===== src/hw/rtl/dvst_pkg.sv =====
// ----------------------------------------------------------------------------
// dvst_pkg
// shared types and constants of the distinct value set table
// ----------------------------------------------------------------------------
`default_nettype none

package dvst_pkg;

	localparam int SLOTS_DEF = 16;
	localparam int VALUE_W   = 32;
	localparam int ACTION_W  = 2;
	localparam int COUNT_W   = 5;
	localparam int COUNT_MAX = 31;

	typedef logic [ACTION_W-1:0]       action_t;
	typedef logic signed [VALUE_W-1:0] value_t;
	typedef logic [COUNT_W-1:0]        count_t;

	// action codes
	localparam action_t ACT_ADD    = 2'd0;
	localparam action_t ACT_REMOVE = 2'd1;
	localparam action_t ACT_SEARCH = 2'd2;

	// scan token handed from cell to cell
	typedef struct packed {
		logic active;
		logic hit;
		logic free_seen;
	} tok_t;

	// update broadcast to all cells at the end of a scan
	typedef struct packed {
		logic add_en;
		logic remove_en;
	} commit_t;

endpackage

`default_nettype wire


===== src/hw/rtl/dvst_req_if.sv =====
// ----------------------------------------------------------------------------
// dvst_req_if
// request channel: action and value, valid/ready handshake
// ----------------------------------------------------------------------------
`default_nettype none

interface dvst_req_if;
	logic              valid;
	logic              ready;
	dvst_pkg::action_t action;
	dvst_pkg::value_t  element_value;

	modport source (output valid, output action, output element_value, input ready);
	modport sink   (input valid, input action, input element_value, output ready);
endinterface

`default_nettype wire


===== src/hw/rtl/dvst_rsp_if.sv =====
// ----------------------------------------------------------------------------
// dvst_rsp_if
// response channel: result flags and count, valid/ready handshake
// ----------------------------------------------------------------------------
`default_nettype none

interface dvst_rsp_if;
	logic             valid;
	logic             ready;
	logic             success;
	logic             full_refused;
	dvst_pkg::count_t element_count;
	logic             set_empty;

	modport source (output valid, output success, output full_refused,
		output element_count, output set_empty, input ready);
	modport sink   (input valid, input success, input full_refused,
		input element_count, input set_empty, output ready);
endinterface

`default_nettype wire


===== src/hw/rtl/dvst_cell.sv =====
// ----------------------------------------------------------------------------
// dvst_cell
// one table slot: stored value, valid mark, compare and token hand-off
// ----------------------------------------------------------------------------
`default_nettype none

module dvst_cell (
	input  wire logic             clk,
	input  wire logic             arst_n,
	input  wire dvst_pkg::value_t value,
	input  wire dvst_pkg::tok_t   tok_in,
	input  wire dvst_pkg::commit_t commit,
	output dvst_pkg::tok_t        tok_out
);
	import dvst_pkg::*;

	value_t entry_q;
	logic   valid_q;
	logic   sel_hit_q;
	logic   sel_free_q;
	tok_t   tok_q;
	logic   match;

	assign match   = valid_q && (entry_q == value);
	assign tok_out = tok_q;

	// slot payload, written only on an add that picked this slot
	always_ff @(posedge clk) begin
		if (commit.add_en && sel_free_q) begin
			entry_q <= value;
		end
	end

	always_ff @(posedge clk or negedge arst_n) begin
		if (!arst_n) begin
			valid_q    <= 1'b0;
			sel_hit_q  <= 1'b0;
			sel_free_q <= 1'b0;
			tok_q      <= '0;
		end else begin
			tok_q.active <= tok_in.active;
			if (tok_in.active) begin
				sel_hit_q       <= match;
				sel_free_q      <= !valid_q && !tok_in.free_seen;
				tok_q.hit       <= tok_in.hit || match;
				tok_q.free_seen <= tok_in.free_seen || !valid_q;
			end
			if (commit.add_en && sel_free_q) begin
				valid_q <= 1'b1;
			end else if (commit.remove_en && sel_hit_q) begin
				valid_q <= 1'b0;
			end
		end
	end

endmodule

`default_nettype wire


===== src/hw/rtl/distinct_value_set_table_core.sv =====
// ----------------------------------------------------------------------------
// distinct_value_set_table_core
// set of distinct 32-bit values kept in a row of SLOTS table cells
// ----------------------------------------------------------------------------
// Each request (add, remove or search of one value) is taken when the block
// is idle and sends a scan token down the row of cells, one cell per cycle.
// Every cell compares its entry with the request value and notes whether it
// holds the value or is the lowest free slot; the token collects both facts.
// When the token leaves the last cell its result is registered and, once the
// output register is free, the update is broadcast to the cells and one
// response transaction is loaded into the output register. A new request is
// accepted only after that, once the block is back in idle, and also while
// the previous response still waits in the output register. After reset the
// table is empty and ready at once. element_count saturates at 31 for tables
// larger than 31 slots; set_empty always reflects the true count.
// ----------------------------------------------------------------------------
`default_nettype none

module distinct_value_set_table_core #(
	parameter int SLOTS = dvst_pkg::SLOTS_DEF
) (
	input  wire logic clk,
	input  wire logic arst_n,
	dvst_req_if.sink   req,
	dvst_rsp_if.source rsp
);
	import dvst_pkg::*;

	localparam int CNT_W = $clog2(SLOTS + 1);
	localparam int EXT_W = (CNT_W > COUNT_W) ? CNT_W : COUNT_W;

	// sequencer states
	localparam logic [1:0] ST_IDLE = 2'd0;
	localparam logic [1:0] ST_SCAN = 2'd1;
	localparam logic [1:0] ST_DONE = 2'd2;

	logic [1:0]       state_q;
	logic             start_q;
	action_t          action_q;
	value_t           value_q;
	tok_t             fin_q;
	logic [CNT_W-1:0] count_q;

	// output register
	logic   rsp_valid_q;
	logic   success_q;
	logic   refused_q;
	count_t count_out_q;
	logic   empty_q;

	tok_t    tok [SLOTS+1];
	commit_t commit;

	logic             req_take;
	logic             out_free;
	logic             finish;
	logic             add_ok;
	logic             add_full;
	logic             rem_ok;
	logic             ok;
	logic [CNT_W-1:0] next_count;
	logic [EXT_W-1:0] count_ext;

	assign req.ready = (state_q == ST_IDLE);
	assign req_take  = req.valid && req.ready;
	assign out_free  = !rsp_valid_q || rsp.ready;
	assign finish    = (state_q == ST_DONE) && out_free;

	// outcome of the finished scan
	assign add_ok   = (action_q == ACT_ADD) && !fin_q.hit && fin_q.free_seen;
	assign add_full = (action_q == ACT_ADD) && !fin_q.hit && !fin_q.free_seen;
	assign rem_ok   = (action_q == ACT_REMOVE) && fin_q.hit;

	always_comb begin
		case (action_q)
			ACT_ADD:    ok = add_ok;
			ACT_REMOVE: ok = rem_ok;
			ACT_SEARCH: ok = fin_q.hit;
			default:    ok = 1'b0;
		endcase
	end

	always_comb begin
		next_count = count_q;
		if (add_ok) begin
			next_count = count_q + CNT_W'(1);
		end else if (rem_ok) begin
			next_count = count_q - CNT_W'(1);
		end
	end

	assign count_ext = EXT_W'(next_count);

	assign commit.add_en    = finish && add_ok;
	assign commit.remove_en = finish && rem_ok;

	// row of cells, token enters at the head in the cycle after acceptance
	assign tok[0] = '{active: start_q, hit: 1'b0, free_seen: 1'b0};

	for (genvar i = 0; i < SLOTS; i++) begin : g_cell
		dvst_cell u_cell (
			.clk     (clk),
			.arst_n  (arst_n),
			.value   (value_q),
			.tok_in  (tok[i]),
			.commit  (commit),
			.tok_out (tok[i+1])
		);
	end

	// request hold registers
	always_ff @(posedge clk) begin
		if (req_take) begin
			action_q <= req.action;
			value_q  <= req.element_value;
		end
		if (tok[SLOTS].active) begin
			fin_q <= tok[SLOTS];
		end
	end

	// sequencer and count
	always_ff @(posedge clk or negedge arst_n) begin
		if (!arst_n) begin
			state_q <= ST_IDLE;
			start_q <= 1'b0;
			count_q <= '0;
		end else begin
			start_q <= req_take;
			case (state_q)
				ST_IDLE: begin
					if (req_take) begin
						state_q <= ST_SCAN;
					end
				end
				ST_SCAN: begin
					if (tok[SLOTS].active) begin
						state_q <= ST_DONE;
					end
				end
				ST_DONE: begin
					if (out_free) begin
						state_q <= ST_IDLE;
						count_q <= next_count;
					end
				end
				default: state_q <= ST_IDLE;
			endcase
		end
	end

	// response output register
	always_ff @(posedge clk or negedge arst_n) begin
		if (!arst_n) begin
			rsp_valid_q <= 1'b0;
		end else if (finish) begin
			rsp_valid_q <= 1'b1;
		end else if (rsp.ready) begin
			rsp_valid_q <= 1'b0;
		end
	end

	always_ff @(posedge clk) begin
		if (finish) begin
			success_q   <= ok;
			refused_q   <= add_full;
			empty_q     <= (next_count == '0);
			count_out_q <= (count_ext > EXT_W'(COUNT_MAX)) ? COUNT_W'(COUNT_MAX)
				: count_ext[COUNT_W-1:0];
		end
	end

	assign rsp.valid         = rsp_valid_q;
	assign rsp.success       = success_q;
	assign rsp.full_refused  = refused_q;
	assign rsp.element_count = count_out_q;
	assign rsp.set_empty     = empty_q;

endmodule

`default_nettype wire


===== src/flat_wrapper.sv =====
// flat-port wrapper written by rule: the top's interface ports become plain ports
module distinct_value_set_table_core_flat import dvst_pkg::*;
#(
	parameter int SLOTS = dvst_pkg::SLOTS_DEF
)
  (clk, arst_n, req_valid, req_action, req_element_value, req_ready, rsp_valid, rsp_success, rsp_full_refused, rsp_element_count, rsp_set_empty, rsp_ready);
  dvst_req_if req_i ();
  dvst_rsp_if rsp_i ();
  input  wire logic clk;
  input  wire logic arst_n;
  input wire logic [$bits(req_i.valid)-1:0] req_valid;
  input wire logic [$bits(req_i.action)-1:0] req_action;
  input wire logic [$bits(req_i.element_value)-1:0] req_element_value;
  output wire logic [$bits(req_i.ready)-1:0] req_ready;
  output wire logic [$bits(rsp_i.valid)-1:0] rsp_valid;
  output wire logic [$bits(rsp_i.success)-1:0] rsp_success;
  output wire logic [$bits(rsp_i.full_refused)-1:0] rsp_full_refused;
  output wire logic [$bits(rsp_i.element_count)-1:0] rsp_element_count;
  output wire logic [$bits(rsp_i.set_empty)-1:0] rsp_set_empty;
  input wire logic [$bits(rsp_i.ready)-1:0] rsp_ready;
  assign req_i.valid = req_valid;
  assign req_i.action = req_action;
  assign req_i.element_value = req_element_value;
  assign req_ready = req_i.ready;
  assign rsp_valid = rsp_i.valid;
  assign rsp_success = rsp_i.success;
  assign rsp_full_refused = rsp_i.full_refused;
  assign rsp_element_count = rsp_i.element_count;
  assign rsp_set_empty = rsp_i.set_empty;
  assign rsp_i.ready = rsp_ready;
  distinct_value_set_table_core #(.SLOTS(SLOTS)) u_core (.clk(clk), .arst_n(arst_n), .req(req_i), .rsp(rsp_i));
endmodule

===== config.mk =====
export PLATFORM = sky130hd
export DESIGN_NAME = distinct_value_set_table_core_flat
export DESIGN_NICKNAME = d
export VERILOG_FILES = /design/src/hw/rtl/dvst_pkg.sv /design/src/hw/rtl/dvst_req_if.sv /design/src/hw/rtl/dvst_rsp_if.sv /design/src/hw/rtl/dvst_cell.sv /design/src/hw/rtl/distinct_value_set_table_core.sv /design/src/flat_wrapper.sv
export SDC_FILE = /design/constraint.sdc
export NUM_CORES = 1
export LEC_CHECK = 0
export BUFFER_PORTS_ARGS = -buffer_cell sky130_fd_sc_hd__buf_2
export CORE_ASPECT_RATIO = 1.25
export CORE_MARGIN = 2
export CORE_UTILIZATION = 40
export DETAILED_ROUTE_END_ITERATION = 12
export SLEW_MARGIN = 5
export SYNTH_ARGS = -nofsm -noshare
export SYNTH_HDL_FRONTEND = slang
export SYNTH_HIERARCHICAL = 1
export SYNTH_SLANG_ARGS = --single-unit

===== constraint.sdc =====
create_clock -name clk -period 2.7 [get_ports clk]
set_input_delay 0.405 -clock clk [delete_from_list [all_inputs] [get_ports clk]]
set_output_delay 0.405 -clock clk [all_outputs]
set_load 0.01 [all_outputs]

==> flow_summary_export.csv, run 1 <==
group,metric,value,unit
worst_setup_path,cp.arrival,2.52,ns
finish,final_area,31400,µm²
yosys,synth_ff_type,"edfxtp_1",
global_route,grt_pass1_vias,14400,
die,coreArea,65700,µm²
worst_setup_path,worstPathMaxFanout,18,
yosys,synth_compound_area_share,1.60,%
yosys,synthTopCellsByArea,"edfxtp_1 63%, xor2_1 14%, dfrtp_1 9.9%",
detailed_routing,initialDrtViolationCount,999,
die,rows,105,
yosys,ys_ff_latch,661,
clock_network,clock_sinks,661,
global_route,grt_pass1_wl,88600,µm
yosys,netlist_instances,1608,
detailed_routing,first_pass_iters,5,
clock_network,cts_tree,"done",
finish,layout.nets,1857,
worst_setup_path,worstSetupEndpointType,"flop",
die,die_w,234,µm
clock_network,cts.htree.levels,3,
timing,fin_setup_tns,0,ns
worst_setup_path,worstPathRequired,2.98,ns
finish,drive_gt1_share,13.8,%
power,power_density,686,nW/µm²
run_status,status,"complete, no violations",
yosys,avgSynthCellArea,16.5,µm²
placed_design,dp.cells,2567,
die,dieArea,68400,µm²
timing,finalHoldViolCount,0,
placed_design,placed_area,28800,µm²
placed_design,dp_slack,0.473,ns
timing,drv_slew,0,
placed_design,port_buffers,47,
yosys,synth.distinct_cells,35,
yosys,synth-simple-area-share,6.50,%
timing,setup_ws,0.455,ns
timing,holdWs,0.106,ns
power,p_leak,11.3,nW
detailed_routing,drt_wl_total,58700,µm
yosys,synth_edf_count,556,
clock_network,cts_made_buffers,69,
global_route,track_usage,17.6,%
yosys,yosys.area_share.xor_xnor,17.1,%
clock_network,clock_latency,0.61,ns
yosys,yosys.area.top_type,"edfxtp_1",
clock_network,cts.clk_slew.worst_paths,0.06,ns
yosys,netlist.area_leader.share,62.9,%
detailed_routing,via_per_inst,5.06,
detailed_routing,ant_nets,0,
clock_network,max-clock-path-buffers,3,
yosys,yosysSeqAreaShare,72.8,%
global_route,grt_antenna_before_repair,1,
yosys,synth_top_family_by_area,"XOR/XNOR gates",
detailed_routing,drc,0,
detailed_routing,num_vias,13800,
die,ios,48,
finish,stdcell_count,2729,
run,cap_violations,0,
clock_network,cts_root_buffer,"clkbuf_16",
power,power,21.6,mW
timing,max-slew-margin-rel,54.6,%
yosys,synth_fa_ha_area_share,0.0943,%
timing,fin_crit_sh,83.1,%
placed_design,finalWeightedCongestion,0.739,
global_route,grt_max_degree,49,
worst_setup_path,r2r_slack,0.46,ns
detailed_routing,routedWlPerCell,21.5,µm
worst_setup_path,start_kind,"flop",
global_route,grt_overflow_total,0,
worst_setup_path,worstSetupPathType,"reg -> reg",
yosys,muxShareOfSynthArea,1.37,%
yosys,ys.warnings.count,6,
timing,setup-violations-final,0,
timing,finClkSkew,0.0249,ns
finish,antennaDiodeCount,0,
yosys,async_flop_share,15.9,%
timing,rsz0062_at_grt,"no",
timing,max_freq,445,MHz
timing,worst_pin_slew,0.680,ns
worst_hold_path,min-delay-path-class,"in -> reg",
die,die_h,292,µm
finish,syn2layout_area_growth,18.4,%
yosys,netlist_area,26500,µm²
timing,min_period,2.24,ns
finish,final_core_util,47.8,%
placed_design,post-dp-hpwl,30300,µm
die,start_util,40.4,%
power,vdd_drop_max,0.438,mV
## Yosys cell counts (2+ instances only)
master      n
mux2i_1    16
nor2_1     36
nand4_1    32
o211ai_1    2
and2_1     17
a21oi_1     2
xnor2_1    85
nor4_1     98
ha_1        2
nand3_1    33
a31oi_1    16
a41oi_1     2
inv_1      34
dfrtp_1   105
o21ai_0     3
nor3_1     16
nand2_1    38
o21ai_2    16
a21o_1     16
edfxtp_1  556
mux2_2     18
nor4b_1     2
nand3b_1    2
or4_4      16
xor2_1    433
nand2b_1    3
## logic make-up (layout without fill, tap and decap cells)
kind of cell,after synthesis,count (layout)
flops,661,661
mux,34,34
xor+xnor,518,518
other cells,1,3
simple gates,298,298
fa+ha+maj,2,2
buf+inv,36,299
compound gates,58,58
## critical path, cell delays in order (launching register included)
cell and delay, ns:
edfxtp_1 0.48, or4b_4 0.59, nor2_1 0.19, buf_12 0.21, and2_1 0.17, buf_4 0.26
## layout make-up
cell class                      count  area [µm²]
Fill cell                        5553       34300
Sequential cell                   661       19300
Multi-Input combinational cell    913        7090
Clock buffer                       93        1880
Timing Repair Buffer              137        1510
Tap cell                          856        1070
Clock inverter                     34         425
Inverter                           35         131
## metal layers
metal / wire [µm] / global-route usage, %
met5: 0 / 0
met4: 1750 / 7.01
met3: 2170 / 2.60
met2: 28500 / 28.5
met1: 26300 / 23.7
## state kept, by name, summed over array words and instances (netlist names)
name and cells:
u_core/value_q 32, u_core/state_q 2, u_core/rsp.valid 1, u_core/g_cell.u_cell/valid_q 16
u_core/g_cell.u_cell/entry_q 512, u_core/rsp.full_refused 1, u_core/g_cell.u_cell/sel_hit_q 16, u_core/action_q 2
u_core/fin_q 2, u_core/start_q 1, u_core/rsp.success 1, u_core/rsp.element_count 5
u_core/rsp.set_empty 1, u_core/g_cell.u_cell/tok_out 48, u_core/count_q 5, u_core/g_cell.u_cell/sel_free_q 16
## repair_timing
item | in CTS | in global routing
hold endpoints to repair | 80 | 0
hold buffers | 35 | 0
buffers inserted | 0 | 0
resized for setup | 0 | 0
## layout by cell type (no fill, tap or decap), types with 16 or more instances in the layout
| master | synthesis | routed |
|---|---|---|
| edfxtp_1 | 556 | 556 |
| xor2_1 | 433 | 433 |
| dfrtp_1 | 105 | 105 |
| nor4_1 | 98 | 98 |
| xnor2_1 | 85 | 85 |
| clkbuf_16 | 0 | 70 |
| buf_2 | 0 | 46 |
| buf_12 | 0 | 41 |
| nand2_1 | 38 | 38 |
| nor2_1 | 36 | 36 |
| dlygate4sd3_1 | 0 | 35 |
| inv_1 | 34 | 34 |
| nand3_1 | 33 | 33 |
| nand4_1 | 32 | 32 |
| clkbuf_1 | 1 | 19 |
| mux2_2 | 18 | 18 |
| and2_1 | 17 | 16 |
| a21o_1 | 16 | 16 |
| nor3_1 | 16 | 16 |
| or4_4 | 16 | 16 |
| o21ai_2 | 16 | 16 |
| mux2i_1 | 16 | 16 |
| a31oi_1 | 16 | 16 |
## worst paths after layout
| path | startpoint | to | cells after the start |
|---|---|---|---|
| min | rsp_ready | u_core/rsp.valid$_DFFE_PN0P_ | 3 |
| max reg2reg | u_core/action_q[0]$_DFFE_PP_ | u_core/g_cell[14].u_cell/entry_q[13]$_DFFE_PP_ | 5 |
| max in group asynchronous | arst_n | u_core/g_cell[15].u_cell/sel_hit_q$_DFFE_PN0P_ | 3 |
| min in group asynchronous | arst_n | u_core/g_cell[13].u_cell/tok_out[2]$_DFF_PN0_ | 2 |
| max | u_core/action_q[0]$_DFFE_PP_ | u_core/g_cell[14].u_cell/entry_q[13]$_DFFE_PP_ | 5 |
| min reg2reg | u_core/g_cell[15].u_cell/tok_out[0]$_DFFE_PN0P_ | u_core/fin_q[0]$_DFFE_PP_ | 0 |
## where the power goes
part           switching [mW]  internal [mW]  leakage (nW)
sequential              0.161           11.2          6.35
clock                    3.86           5.78          1.12
combinational           0.332          0.271          3.80
(Power assumes the default switching activity.)
==> run 2: changes to the inputs <==
--- a/config.mk
+++ b/config.mk
@@ -5,6 +5,7 @@
 export SDC_FILE = /design/constraint.sdc
 export NUM_CORES = 1
 export LEC_CHECK = 0
+export ABC_AREA = 1
 export BUFFER_PORTS_ARGS = -buffer_cell sky130_fd_sc_hd__buf_2
 export CORE_ASPECT_RATIO = 1.25
 export CORE_MARGIN = 2
==> constraint.sdc (replaced) <==
create_clock -name clk -period 2.1 [get_ports clk]
set_input_delay 0.315 -clock clk [delete_from_list [all_inputs] [get_ports clk]]
set_output_delay 0.315 -clock clk [all_outputs]
set_load 0.01 [all_outputs]
==> flow_summary_export.csv, run 2 <==
group,metric,value,unit
yosys,synthTopCellsByArea,"edfxtp_1 58%, xnor2_1 12%, nand2_1 11%",
timing,finClkSkew,0.0238,ns
finish,syn2layout_area_growth,18.3,%
detailed_routing,initialDrtViolationCount,956,
yosys,ys.warnings.count,6,
run,cap_violations,0,
yosys,avgSynthCellArea,11.3,µm²
clock_network,max-clock-path-buffers,3,
worst_setup_path,rr_worst_depth,7,
die,start_util,40.4,%
placed_design,port_buffers,47,
yosys,yosysMostFrequentCell,"nand2_1",
clock_network,cts_made_buffers,67,
worst_setup_path,critPathMaxStageDelay,0.50,ns
yosys,ys_ff_latch,661,
finish,mostFrequentLayoutCell,"nand2_1",
worst_setup_path,worstPathMaxFanout,16,
power,vdd_drop_max,0.513,mV
finish,layout_common_cells,"815 x nand2_1, 556 x edfxtp_1, 384 x xnor2_1",
worst_setup_path,worstSetupEndpointType,"flop",
detailed_routing,drt_wl_total,58700,µm
timing,max-slew-margin-rel,65.1,%
timing,fin_crit_sh,92.3,%
placed_design,post-dp-hpwl,33800,µm
yosys,async_flop_share,15.9,%
worst_setup_path,path_cells,"nor2_4 -> nand3_4 -> nor2_2 -> buf_12 -> nand2_1 -> clkinvlp_4 -> buf_4",
detailed_routing,routedWlPerCell,15.7,µm
detailed_routing,ant_nets,0,
worst_setup_path,path_delay_family,"simple AND/OR/NAND/NOR gates",
global_route,track_usage,16.2,%
yosys,yosys.area.top_type,"edfxtp_1",
worst_setup_path,cp.arrival,2.22,ns
timing,fin_setup_tns,0,ns
die,die_w,243,µm
worst_setup_path,crit_cells,7,
finish,layout.nets,2785,
clock_network,cts.clk_slew.worst_paths,0.06,ns
clock_network,cts_root_buffer,"clkbuf_16",
clock_network,clock_latency,0.60,ns
worst_setup_path,worstSetupPathType,"reg -> reg",
yosys,synth_ff_type,"edfxtp_1",
yosys,netlist_instances,2521,
worst_hold_path,min-delay-path-class,"in -> reg",
power,p_leak,13.0,nW
yosys,ys_top_cells_by_count,"815 x nand2_1, 556 x edfxtp_1, 384 x xnor2_1, 325 x inv_1, 203 x nor2_1",
clock_network,cts_tree,"done",
detailed_routing,num_vias,17300,
placed_design,finalWeightedCongestion,0.779,
worst_setup_path,start_kind,"flop",
yosys,synth.distinct_cells,28,
timing,rsz0062_at_grt,"no",
global_route,grt_max_degree,49,
detailed_routing,via_per_inst,4.62,
finish,top_register,"u_core/g_cell.u_cell/entry_q",
detailed_routing,drc,0,
global_route,grt_antenna_before_repair,0,
timing,min_period,1.94,ns
worst_setup_path,cpMaxStageDelayCell,"edfxtp_1",
timing,drv_slew,0,
timing,worst_pin_slew,0.523,ns
run_status,status,"complete, no violations",
clock_network,ctsResizeCount,0,
finish,antennaDiodeCount,0,
yosys,yosysSeqAreaShare,67.6,%
finish,largest_reg_flops,512,
clock_network,clock_sinks,661,
detailed_routing,first_pass_iters,5,
global_route,grt_pass1_vias,17500,
worst_setup_path,path_buf_inv,3,
clock_network,cts.htree.levels,3,
die,coreArea,70800,µm²
die,dieArea,73600,µm²
yosys,synth_edf_count,556,
yosys,netlist.area_leader.share,58.4,%
worst_hold_path,hold_depth,3,
die,die_h,303,µm
timing,finalHoldViolCount,0,
global_route,grt_overflow_total,0,
timing,setup-violations-final,0,
die,rows,109,
global_route,grt_pass1_wl,93400,µm
die,ios,48,
timing,max_freq,516,MHz
finish,drive_gt1_share,8.73,%
worst_setup_path,worstPathRequired,2.38,ns
yosys,netlist_area,28600,µm²
power,power,32.6,mW
power,power_density,965,nW/µm²
## run 2: cell count changes in the layout (fill, tap and decap cells not counted), sizes merged, moves of 17 or more
cell	before	now
mux2	18	0
nor3	17	0
inv	38	312
nand2	38	820
and2	17	0
nor2	36	206
xnor2	85	384
xor2	433	0
nor4	98	1
## run 2: layout make-up
type	count	area [µm²]
Clock buffer	92	1890
Clock inverter	28	230
Tap cell	943	1180
Inverter	327	1290
Multi-Input combinational cell	1534	8040
Sequential cell	661	19300
Timing Repair Buffer	154	1860
Fill cell	6181	37000
## run 2: through the flow
| step | std cells | hold WS (ns) | util [%] | cell area (µm²) | setup slack (ns) |
|---|---|---|---|---|---|
| final | 3739 | 0.0531 | 47.8 | 33800 | 0.162 |
| after detailed placement | 3583 | 0.327 | 44.3 | 31300 | 0.202 |
| after CTS | 3739 | 0.0255 | 47.8 | 33800 | 0.162 |
| after floorplan | 2523 | 0.0194 | - | 28600 | 0.0115 |
| after global routing | 3739 | 0.0668 | 47.8 | 33800 | 0.0529 |
| after global placement | 3583 | 0.319 | 44.3 | 31300 | 0.234 |
## run 2: tightest hold or removal path, stage by stage
cell     delay, ns
buf_2         0.11
nor2_1        0.10
o41ai_1       0.07
## run 2: worst paths after layout
kind                       slack (ns)                                          start                                             to
setup / recovery                 0.16                   u_core/action_q[1]$_DFFE_PP_   u_core/g_cell[3].u_cell/entry_q[9]$_DFFE_PP_
hold / removal                   0.05                                      req_valid                  u_core/state_q[1]$_DFFE_PN0P_
setup reg to reg                 0.16                   u_core/action_q[1]$_DFFE_PP_   u_core/g_cell[3].u_cell/entry_q[9]$_DFFE_PP_
hold reg to reg                  0.42  u_core/g_cell[11].u_cell/tok_out[2]$_DFF_PN0_  u_core/g_cell[12].u_cell/tok_out[2]$_DFF_PN0_
max in group asynchronous        1.22                                         arst_n    u_core/g_cell[0].u_cell/valid_q$_DFFE_PN0P_
min in group asynchronous        0.27                                         arst_n                  u_core/count_q[1]$_DFFE_PN0P_
## run 2: cells by family after synthesis
family	count (synthesis)	synth area share [%]
simple gates	1088	14.9
flops	661	67.6
xor+xnor	384	11.8
buf+inv	328	4.31
compound gates	57	1.32
fa+ha+maj	2	0.0876
other cells	1	0.0131
## run 2: timing repair
action | CTS | global route
endpoints found under the setup margin | 0 | 0
buffers inserted | 0 | 0
hold buffers | 36 | 0
endpoints found under the hold margin | 67 | 0
## run 2: routing by layer
| metal | GRT usage [%] | up-vias | routed length (µm) |
|---|---|---|---|
| li1 | - | 8512 | - |
| met1 | 19.3 | 8417 | 25000 |
| met2 | 29.7 | 225 | 30300 |
| met3 | 2.20 | 105 | 1670 |
| met4 | 6.72 | 0 | 1770 |
| met5 | 0 | - | 0 |
## run 2: power breakdown
group,switching (mW),internal (mW),total [mW]
logic,3.38,2.03,5.41
clock network,4.82,6.77,11.6
registers,0.432,15.2,15.6
total,8.63,24.0,32.6
==> run 3: changes to the inputs <==
--- a/config.mk
+++ b/config.mk
@@ -11,8 +11,8 @@
 export CORE_MARGIN = 2
 export CORE_UTILIZATION = 40
 export DETAILED_ROUTE_END_ITERATION = 12
+export HOLD_SLACK_MARGIN = 0.03
 export SLEW_MARGIN = 5
 export SYNTH_ARGS = -nofsm -noshare
 export SYNTH_HDL_FRONTEND = slang
-export SYNTH_HIERARCHICAL = 1
 export SYNTH_SLANG_ARGS = --single-unit
==> flow_summary_export.csv, run 3 <==
group,metric,value,unit
finish,top_register,"u_core.g_cell.u_cell.entry_q",
placed_design,finalWeightedCongestion,0.832,
yosys,synthTopCellsByArea,"edfxtp_1 58%, dfrtp_1 9.0%, xnor2_1 8.8%",
die,die_w,243,µm
run_status,status,"complete, no violations",
timing,holdWs,0.260,ns
worst_setup_path,path_cells,"buf_12 -> inv_2 -> or2_2 -> nand3_1 -> nor3_1 -> nand2_1 -> nor2_1 -> nand3_1 -> nand2_1",
global_route,grt_pass1_wl,100000,µm
worst_setup_path,start_kind,"flop",
power,vdd_drop_max,0.630,mV
worst_setup_path,worstSetupPathType,"reg -> reg",
clock_network,max-clock-path-buffers,3,
yosys,synth_fa_ha_area_share,0.0876,%
detailed_routing,first_pass_iters,5,
detailed_routing,initialDrtViolationCount,1184,
timing,max_freq,516,MHz
global_route,grt_antenna_before_repair,2,
detailed_routing,routedWlPerCell,17.9,µm
worst_setup_path,worstPathRequired,2.64,ns
yosys,synth.distinct_cells,35,
yosys,yosysSeqAreaShare,67.5,%
worst_setup_path,worstSetupEndpointType,"flop",
timing,max-slew-margin-rel,65.9,%
power,power,33.5,mW
yosys,muxShareOfSynthArea,0,%
yosys,synth_top_family_by_area,"simple AND/OR/NAND/NOR gates",
finish,mostFrequentLayoutCell,"nand2_1",
worst_setup_path,path_delay_family,"simple AND/OR/NAND/NOR gates",
clock_network,clock_sinks,659,
die,die_h,303,µm
die,rows,109,
global_route,grt_overflow_total,0,
global_route,grt_max_degree,45,
die,start_util,40.4,%
worst_setup_path,critPathMaxStageDelay,0.41,ns
finish,largest_reg_flops,512,
finish,drive_gt1_share,11.2,%
placed_design,port_buffers,47,
yosys,ys_ff_latch,659,
clock_network,cts_root_buffer,"clkbuf_16",
yosys,netlist.area_leader.share,58.5,%
yosys,yosys.area_share.xor_xnor,10.5,%
clock_network,cts.htree.levels,3,
worst_setup_path,cp.arrival,2.47,ns
timing,finalHoldViolCount,0,
finish,stdcell_count,3606,
yosys,syn_nets,2471,
worst_setup_path,worstPathMaxFanout,30,
yosys,synth_compound_area_share,2.55,%
yosys,avgSynthCellArea,11.7,µm²
finish,syn2layout_area_growth,16.6,%
worst_setup_path,path_buf_inv,2,
detailed_routing,via_per_inst,4.68,
placed_design,post-dp-hpwl,41900,µm
yosys,netlist_area,28600,µm²
timing,min_period,1.94,ns
die,ios,48,
detailed_routing,drc,0,
clock_network,clock_latency,0.60,ns
worst_hold_path,min-delay-path-class,"in -> async",
finish,layout.nets,2653,
timing,fin_crit_sh,92.4,%
yosys,yosysMostFrequentCell,"nand2_1",
yosys,ys.warnings.count,0,
yosys,ys_top_cells_by_count,"635 x nand2_1, 556 x edfxtp_1, 288 x xnor2_1, 237 x inv_1, 182 x nor2_1",
power,power_density,1010,nW/µm²
placed_design,dp.cells,3446,
clock_network,cts_tree,"done",
finish,layout_common_cells,"635 x nand2_1, 556 x edfxtp_1, 288 x xnor2_1",
yosys,async_flop_share,15.6,%
detailed_routing,drt_wl_total,64600,µm
timing,rsz0062_at_grt,"no",
yosys,netlist_instances,2431,
timing,drv_slew,0,
worst_setup_path,cpMaxStageDelayCell,"edfxtp_1",
die,dieArea,73500,µm²
detailed_routing,ant_nets,0,
power,p_leak,12.4,nW
run,cap_violations,0,
timing,finClkSkew,0.0143,ns
die,coreArea,70600,µm²
yosys,synth-simple-area-share,13.7,%
global_route,track_usage,18.0,%
yosys,synth_edf_count,556,
yosys,synth_ff_type,"edfxtp_1",
global_route,grt_pass1_vias,17200,
clock_network,cts.clk_slew.worst_paths,0.06,ns
timing,setup-violations-final,0,
timing,worst_pin_slew,0.512,ns
yosys,yosys.area.top_type,"edfxtp_1",
clock_network,cts_made_buffers,70,
detailed_routing,num_vias,16900,
run 3: cell types whose count changed in the layout (fill, tap and decap cells not counted), sizes merged, moves of 20 or more:
cell   previous run  this run
nor3              0        20
nand2           820       637
nand4            18        38
xnor2           384       289
inv             312       251
xor2              0        51
buf             118       144
or2               0        22
nor2            206       182
o21ai            21       113
nand3            43        70
run 3: final timing paths:
check                                            start                                         endpoint  slack [ns]  cells after the start
max                        u_core.value_q[7]$_DFFE_PP_   u_core.g_cell[14].u_cell.sel_hit_q$_DFFE_PN0P_        0.16                      9
min                                             arst_n    u_core.g_cell[8].u_cell.sel_hit_q$_DFFE_PN0P_        0.26                      2
max reg2reg                u_core.value_q[7]$_DFFE_PP_   u_core.g_cell[14].u_cell.sel_hit_q$_DFFE_PN0P_        0.16                      9
min reg2reg                   u_core.start_q$_DFF_PN0_     u_core.g_cell[0].u_cell.tok_out[2]$_DFF_PN0_        0.42                      0
max in group asynchronous                       arst_n  u_core.g_cell[11].u_cell.tok_out[0]$_DFFE_PN0P_        1.22                      3
min in group clk                  req_element_value[8]                      u_core.value_q[8]$_DFFE_PP_        0.42                      2
run 3: power breakdown:
part	switching, mW	leakage, nW	internal (mW)	total, mW
Clock	4.94	1.08	7.17	12.1
Combinational	3.37	5.00	2.00	5.37
Sequential	0.588	6.34	15.5	16.1
run 3: layer usage:
metal	global-route usage, %	up-vias	part of all wire, %
met5	0	-	0.023
met4	9.79	2	5.2
met3	2.79	124	4.3
met2	32.0	312	51
met1	20.9	8119	40
li1	-	8325	-
run 3: what timing repair did:
action | in CTS | in global routing
hold endpoints to repair | 71 | 0
setup endpoints to repair | 0 | 5
resized for setup | 0 | 4
hold buffers | 37 | 0
setup buffers | 0 | 1
run 3: per-stage QoR:
step / setup slack, ns / cell area [µm²] / utilization [%] / TNS (ns)
final: 0.160 / 33300 / 47.1 / 0
after global placement: 0.183 / 30700 / 43.4 / 0
after global routing: 0.00764 / 33300 / 47.1 / 0
after detailed placement: 0.155 / 30700 / 43.4 / 0
after floorplan: -0.301 / 28600 / - / -143.60
after CTS: 0.123 / 33300 / 47.1 / 0
run 3: area by class of cell:
class | instances | area (µm²)
multi-input combinational | 1451 | 7800
fill | 6363 | 37400
clock buffer | 97 | 1980
timing repair buffer | 181 | 1870
tap | 943 | 1180
inverter | 250 | 941
sequential | 659 | 19300
antenna | 1 | 2.50
clock inverter | 24 | 243
run 3: worst reg2reg max path: cells and delay by family, from the launching register on:
family | cells | cell delay (ns)
AND/OR/NAND/NOR | 7 | 1.08
flip-flops | 1 | 0.41
buffers and inverters | 2 | 0.40
run 3: logic make-up after synthesis:
| logic type | Yosys count |
|---|---|
| and+or+nand+nor | 971 |
| DFF | 659 |
| xor gates and xnor gates | 340 |
| buffers and inverters | 321 |
| AOI/OAI and AO/OA | 138 |
| adders and majority gates | 2 |
